$ cat src/sv/ms_pkg.sv
// ms_pkg: shared widths, field offsets, controller/datapath interface types
// and fixed-point helpers for the modal superposition block
// no dependencies
`default_nettype none

package ms_pkg;

	localparam int MAX_MODES = 64;
	localparam int MODE_W    = $clog2(MAX_MODES);
	localparam int VAL_W     = 32;
	localparam int ACC_W     = 48;
	localparam int TERM_W    = 48;
	localparam int CNT_W     = 16;
	localparam int STEP_W    = 16;
	localparam int PROD_W    = 2 * VAL_W;
	localparam int FRAC_SH   = 30;
	localparam int SCL_W     = FRAC_SH + TERM_W;
	localparam int NPROD     = 6;
	localparam int SEL_W     = $clog2(NPROD);

	localparam int CFG_IDX_W = 1;
	localparam int CFG_W     = 16;
	localparam logic [CFG_IDX_W-1:0] REG_STEP_COUNT  = 1'b0;
	localparam logic [CFG_IDX_W-1:0] REG_POINT_COUNT = 1'b1;

	localparam logic CMD_LOAD = 1'b0;
	localparam logic CMD_TERM = 1'b1;

	// input word layout
	localparam int OFS_MODE   = 0;
	localparam int OFS_COORD  = OFS_MODE + MODE_W;
	localparam int OFS_RATE   = OFS_COORD + VAL_W;
	localparam int OFS_SHAPE  = OFS_RATE + VAL_W;
	localparam int OFS_BASE   = OFS_SHAPE + 3 * VAL_W;
	localparam int OFS_STEP   = OFS_BASE + 3 * VAL_W;
	localparam int IN_BITS    = OFS_STEP + STEP_W;
	localparam int IN_TDATA_W = ((IN_BITS + 7) / 8) * 8;

	// output word layout
	localparam int OFS_PIDX    = 0;
	localparam int OFS_POS     = OFS_PIDX + CNT_W;
	localparam int OFS_VEL     = OFS_POS + 3 * ACC_W;
	localparam int OUT_BITS    = OFS_VEL + 3 * ACC_W;
	localparam int OUT_TDATA_W = ((OUT_BITS + 7) / 8) * 8;

	typedef struct packed {
		logic             capture;
		logic             store_we;
		logic             mul_en;
		logic [SEL_W-1:0] sel;
		logic             finish;
	} ctrl_cmd_t;

	typedef struct packed {
		logic step_ok;
		logic is_term;
		logic last;
		logic out_busy;
	} ctrl_sts_t;

	// saturate a sum one bit wider than the accumulator
	function automatic logic signed [ACC_W-1:0] sat_acc(input logic signed [ACC_W:0] s);
		logic signed [ACC_W-1:0] r;
		if (s[ACC_W] != s[ACC_W-1])
			r = s[ACC_W] ? {1'b1, {(ACC_W-1){1'b0}}} : {1'b0, {(ACC_W-1){1'b1}}};
		else
			r = s[ACC_W-1:0];
		return r;
	endfunction

	// p * 1000 with round half up, back to Q.15
	function automatic logic signed [TERM_W-1:0] scale_term(input logic signed [PROD_W-1:0] p);
		logic signed [SCL_W-1:0] e;
		logic signed [SCL_W-1:0] x;
		e = {{(SCL_W-PROD_W){p[PROD_W-1]}}, p};
		x = (e <<< 10) - (e <<< 4) - (e <<< 3) + (SCL_W'(1) <<< (FRAC_SH - 1));
		return x[FRAC_SH+TERM_W-1:FRAC_SH];
	endfunction

endpackage

`default_nettype wire

$ cat src/sv/ms_ctrl.sv
// ms_ctrl: sequencer for load and term words of the modal superposition block
// depends on ms_pkg
`default_nettype none

module ms_ctrl (
	input  wire                logic clk,
	input  wire                logic arst_n,
	input  wire                logic in_valid,
	output logic               in_ready,
	input  wire ms_pkg::ctrl_sts_t sts,
	output ms_pkg::ctrl_cmd_t  cmd
);
	import ms_pkg::*;

	localparam logic [2:0] S_IDLE   = 3'd0;
	localparam logic [2:0] S_CHECK  = 3'd1;
	localparam logic [2:0] S_MUL    = 3'd2;
	localparam logic [2:0] S_DRAIN1 = 3'd3;
	localparam logic [2:0] S_DRAIN2 = 3'd4;
	localparam logic [2:0] S_FINISH = 3'd5;

	logic [2:0]       state_q, state_d;
	logic [SEL_W-1:0] k_q, k_d;

	assign in_ready = (state_q == S_IDLE);

	always_comb begin
		state_d      = state_q;
		k_d          = k_q;
		cmd          = '0;
		cmd.sel      = k_q;
		case (state_q)
			S_IDLE: begin
				if (in_valid) begin
					cmd.capture = 1'b1;
					state_d     = S_CHECK;
				end
			end
			S_CHECK: begin
				k_d = '0;
				if (!sts.step_ok) begin
					state_d = S_IDLE;
				end else if (!sts.is_term) begin
					cmd.store_we = 1'b1;
					state_d      = S_IDLE;
				end else begin
					state_d = S_MUL;
				end
			end
			S_MUL: begin
				cmd.mul_en = 1'b1;
				if (k_q == SEL_W'(NPROD - 1)) begin
					state_d = S_DRAIN1;
				end else begin
					k_d = k_q + SEL_W'(1);
				end
			end
			S_DRAIN1: state_d = S_DRAIN2;
			S_DRAIN2: state_d = sts.last ? S_FINISH : S_IDLE;
			S_FINISH: begin
				if (!sts.out_busy) begin
					cmd.finish = 1'b1;
					state_d    = S_IDLE;
				end
			end
			default: state_d = S_IDLE;
		endcase
	end

	always_ff @(posedge clk or negedge arst_n) begin
		if (!arst_n) begin
			state_q <= S_IDLE;
			k_q     <= '0;
		end else begin
			state_q <= state_d;
			k_q     <= k_d;
		end
	end

	a_capture_to_check: assert property (@(posedge clk) disable iff (!arst_n)
		cmd.capture |=> state_q == S_CHECK)
		else $error("capture not followed by check");
	a_mul_count: assert property (@(posedge clk) disable iff (!arst_n)
		(state_q == S_MUL && k_q == SEL_W'(NPROD - 1)) |=> state_q == S_DRAIN1)
		else $error("product sequence did not end after six products");
	a_finish_free: assert property (@(posedge clk) disable iff (!arst_n)
		cmd.finish |-> !sts.out_busy && sts.last)
		else $error("finish while output word still held");
	a_busy_not_ready: assert property (@(posedge clk) disable iff (!arst_n)
		(state_q == S_MUL || state_q == S_FINISH) |-> !in_ready)
		else $error("input taken while busy");

endmodule

`default_nettype wire

$ cat config.mk
export PLATFORM = sky130hd
export DESIGN_NAME = ms_ctrl
export DESIGN_NICKNAME = d
export VERILOG_FILES = /design/src/sv/ms_pkg.sv /design/src/sv/ms_ctrl.sv
export SDC_FILE = /design/constraint.sdc
export NUM_CORES = 1
export LEC_CHECK = 0
export BUFFER_PORTS_ARGS = -buffer_cell sky130_fd_sc_hd__buf_4
export CORE_AREA = 5 5 42 44
export CTS_BUF_LIST = sky130_fd_sc_hd__clkbuf_8
export DETAILED_ROUTE_END_ITERATION = 16
export DIE_AREA = 0 0 47 49
export PLACE_DENSITY_LB_ADDON = 0.05
export SETUP_SLACK_MARGIN = 0.3
export SLEW_MARGIN = 25
export SYNTH_ARGS = -nofsm -noshare
export SYNTH_HDL_FRONTEND = slang
export SYNTH_SLANG_ARGS = --single-unit
$ cat constraint.sdc
create_clock -name clk -period 2.3 [get_ports clk]
set_clock_uncertainty 0.05 [all_clocks]
set_input_delay 0.345 -clock clk [delete_from_list [all_inputs] [get_ports clk]]
set_output_delay 0.345 -clock clk [all_outputs]
set_load 0.005 [all_outputs]
Yosys cells after proc, flatten, opt, wreduce, memory -nomap -nowiden. Index checks and enable logic that the tools add are counted.

Register bits: 6. Bits of input ports: 7. Output and inout bits: 8. Logic and storage cells: 34.

Add/sub/neg operators: 1. Equal/unequal tests: 10. Muxes and demuxes: 17. Reductions and logical operators: 4.

Operators by type and width (number): $mux 3 (6); $pmux 3 s6 (1); $eq 3x3->1 const B (3); $mux 1 (8); $ne 2x2->1 const B (4); $eq 3x2->1 const B (2); $pmux 3 s2 (1); $add 3x1->3 const B (1); $eq 3x1->1 const B (1); $logic_not 3->1 (1); $reduce_and 3->1 (1); $mux 2 (1); $reduce_and 2->1 (1); $reduce_bool 2->1 (1).

Longest topological paths before layout.
Depth after elaboration: 3. Mapped depth: 5. Gate-level depth less buffers: 5.

Worst setup path after synthesis. Ideal clock, no wire load.

Path type: register to register. Start: register k_q[0]. End: register k_q[0]. Arrival time: 1.296 ns. Slack: 0.889 ns. Cell stages (with the launch flop): 5. Path buffers: 0. Period minus slack after synthesis: 1.411 ns. Path through: dfrtp_1 -> ha_1 -> a2111oi_2 -> a21o_1 -> a22o_1.

Longest elaborated chain between the ends: 3. Elaborated cells between the ends (all ways): 6.

Ends and longest elaborated chain: from (decl) (line ms_ctrl.sv:23) `logic [SEL_W-1:0] k_q, k_d;`; from (signal assigned) (line ms_ctrl.sv:76) `k_q <= k_d;`; $add 3x1->3 / $eq 3x3->1 (equally long branches) (line ms_ctrl.sv:55, ms_ctrl.sv:52); $mux 3 / $ne 2x2->1 (equally long branches); $pmux 3 s2 / $reduce_and 2->1 (equally long branches).

Several ways; a longest one is shown, not always the timed one. The select of a mux whose other input is x is not followed. A chain may end at the register's enable or synchronous reset.

==> metrics.md <==
| Metric | Value |
|---|---|
| Power density over the cells | approximately 1300 nW/um2 |
| Clk sinks | 6 |
| Routed Antenna Nets | 0 |
| Yosys reg bits | 6 |
| Pleak | 0.2769 nW |
| Metal3 WL | 74 um |
| Register area share after synthesis | 0.3361 |
| Metal2 WL | 535 um |
| GP Congestion | 0.7712 |
| CP startpoint kind | flop |
| Die W | 47 um |
| Detailed placement HPWL | ~820 um |
| DR vias | 410 |
| First-pass GRT wire length | 1800 um |
| Clk slew on worst S/H paths | 30 ps |
| Status | complete, no violations |
| Crit Path Category | reg2out |
| Total Wirelength | around 1100 um |
| Mean Syn Cell Area | 9.710 um2 |
| First-pass detailed-route iteration total | 3 |
| GRT Util Overall | 0.1091 |
| Final nets | 72 |
| IR drop worst, VDD | between 800 and 900 uV |
| Vias in the first global route | between 400 and 500 |
| Clk_lat worst skew | between 200 and 250 ps |
| Pre-CTS WS | slightly below 700 ps |
| DRC | 0 |
| Hold Path Class | in2reg |
| Fin. Hold Viols | 0 |
| Core area | 1401 um2 |
| Reg-to-reg slack, setup | 780 ps |
| Post-Syn Nets | 55 |
| Largest net degree at the start of global routing | 14 |
| Initial Util | 0.3187 |
| Post-CTS setup buffers | 0 |
| RSZ-0062 raised after global routing | false |
| GRT overflow | 0 |
| Die ar. | between 2000 and 2500 um2 |
| CP Data Arrival Time | 1380 ps |
| Worst Max-Slew Pin Slew | about 440 ps |
| Worst path setup slack after routing | 523.1 ps |
| Wire length per cell | between 10 and 15 um |
| TritonCTS clock tree | yes |
| Syn Std Cell Area | 446.7 um2 |
| CTS buffer count | 3 |
| CTS Root Cell | clkbuf_8 |
| Hold Path Origin | sts[3] |
| Final period utilization | 0.7726 |
| Fmax | 562.8 MHz |
| Worst r2r src | k_q[0]$_DFFE_PN0P_ |
| Number of library cell types mapped by synthesis | 26 |
| Antenna fix cells | 0 |
| Die H | 49 um |
| Pwr Total | about 780 uW |
| First-iteration detailed-routing DRC count | 2 |
| H-tree Lvls | 1 |
| Clock Path Buffers | 2 |
| Pins Over Slew Limit | 0 |
| Post-layout utilization of the core | 0.4259 |
| Area grow syn2layout | 33.61% |
| IO Pins | 15 |
| Critical Path RT | ~1900 ps |
| Final setup viols | 0 |
| Mapped Cells | 46 |
| Number of synthesis warnings | 0 |
| Share of layout cells above drive strength 1 | 0.3443 |
| Via-per-instance ratio | roughly 5.3 |
| CP Launch Point | state_q[1]$_DFFE_PN0P_ |
| Final setup TNS | 0 ps |
| PortBufs | 14 |
| Uppermost layer routed | met3 |
| Total of max-cap violations | 0 |
| Antenna violations before repair | 0 |
| Worst Path Max Fanout | 13 |
| Rows | 14 |
| Minimum clock period | 1777 ps |
| Setup crit end kind | output pin |
| Worst slew margin | 0.7094 |
| Met1 wire length | 479 um |
kinds of logic (layout without fill, tap and decap cells):
| kind of cell | after synthesis | count (layout) | synth area share |
|---|---|---|---|
| adders and majority gates | 2 | 2 | 0.05601 |
| AOI/OAI and AO/OA | 15 | 15 | 0.3053 |
| and+or+nand+nor | 17 | 17 | 0.2017 |
| muxes | 1 | 1 | 0.02241 |
| DFF | 6 | 6 | 0.3361 |
| buffers and inverters | 5 | 20 | 0.07842 |
power breakdown:
group,internal [mW],switching [mW],leakage [nW],total [mW]
sequential,0.146,0.120,0.0791,0.266
combinational,0.209,0.149,0.176,0.357
clock,0.112,0.0437,0.0216,0.156
through the flow:
step | hold slack, ps | std cells | area [um2]
2_1_floorplan | -0.5911 | 46 | 446.7
3_3_place_gp | 101.3 | 73 | 544.3
3_5_place_dp | 104.0 | 73 | 544.3
4_1_cts | 365.9 | 77 | 595.6
5_1_grt | 361.0 | 77 | 596.8
6_report | 360.7 | 77 | 596.8
critical path, stage by stage (launching register included):
cell and delay, ps:
dfrtp_1 500, and2b_1 330, nand2_1 70, nor3_1 130, buf_4 140
worst paths after layout:
check,to,cells after the start
max in group asynchronous,state_q[0]$_DFFE_PN0P_,2
setup reg to reg,k_q[0]$_DFFE_PN0P_,4
min in group asynchronous,k_q[2]$_DFFE_PN0P_,2
hold / removal,state_q[1]$_DFFE_PN0P_,3
setup / recovery,cmd[5],4
hold reg to reg,k_q[1]$_DFFE_PN0P_,1
synthesized netlist by cell type, drive strengths merged:
master / number / share of area
o31ai: 1 / 0.017
a31oi: 1 / 0.014
nand3b: 1 / 0.017
nand3: 4 / 0.045
a2111oi: 2 / 0.095
a21oi: 2 / 0.022
and2b: 1 / 0.017
a21o: 3 / 0.053
mux2i: 1 / 0.022
nand2: 2 / 0.017
inv: 2 / 0.017
a32oi: 1 / 0.020
and2: 1 / 0.014
o21bai: 1 / 0.017
ha: 2 / 0.056
buf: 3 / 0.062
a21boi: 1 / 0.017
nor2: 2 / 0.017
nor3: 3 / 0.034
nand2b: 3 / 0.042
a22o: 2 / 0.039
dfrtp: 6 / 0.34
o21ai: 1 / 0.011
flip-flops by register name (all words and copies together) (netlist names):
name	count
state_q	3
k_q	3
cells in the final DEF, fill, tap and decap left out:
cell	count
buf_4	14
mux2i_1	1
nand2_1	2
nand2b_1	3
a2111oi_2	1
o31ai_1	1
a21o_2	1
and2_1	1
a31oi_1	1
and2b_1	1
a32oi_1	1
a21o_1	2
nor3_1	3
dfrtp_2	1
dfrtp_1	5
a21boi_0	1
o21bai_1	1
nand3b_1	1
clkbuf_8	3
a22o_1	2
inv_1	2
nand3_1	4
a21oi_1	2
nor2_1	2
a2111oi_4	1
ha_1	2
o21ai_1	1
dlygate4sd3_1	1
metal layers:
| metal | track usage | vias up |
|---|---|---|
| li1 | - | 200 |
| met1 | 0.1298 | 197 |
| met2 | 0.1606 | 13 |
| met3 | 0.05904 | 0 |
| met4 | 0.04147 | 0 |
| met5 | 0 | - |
timing repair:
item                       4_1_cts  5_1_grt
setup endpoints to repair        0        1
hold buffers                     1        0
hold endpoints to repair         6        0
resized for setup                0        1
cell type report:
type                       count  area [um2]
fill                         154       804.5
multi-input combinational     35       261.5
sequential                     6       151.4
timing repair buffer          15       115.1
clock buffer                   3       41.29
tap                           16       20.02
inverter                       2       7.507
(Power assumes the default switching activity.)
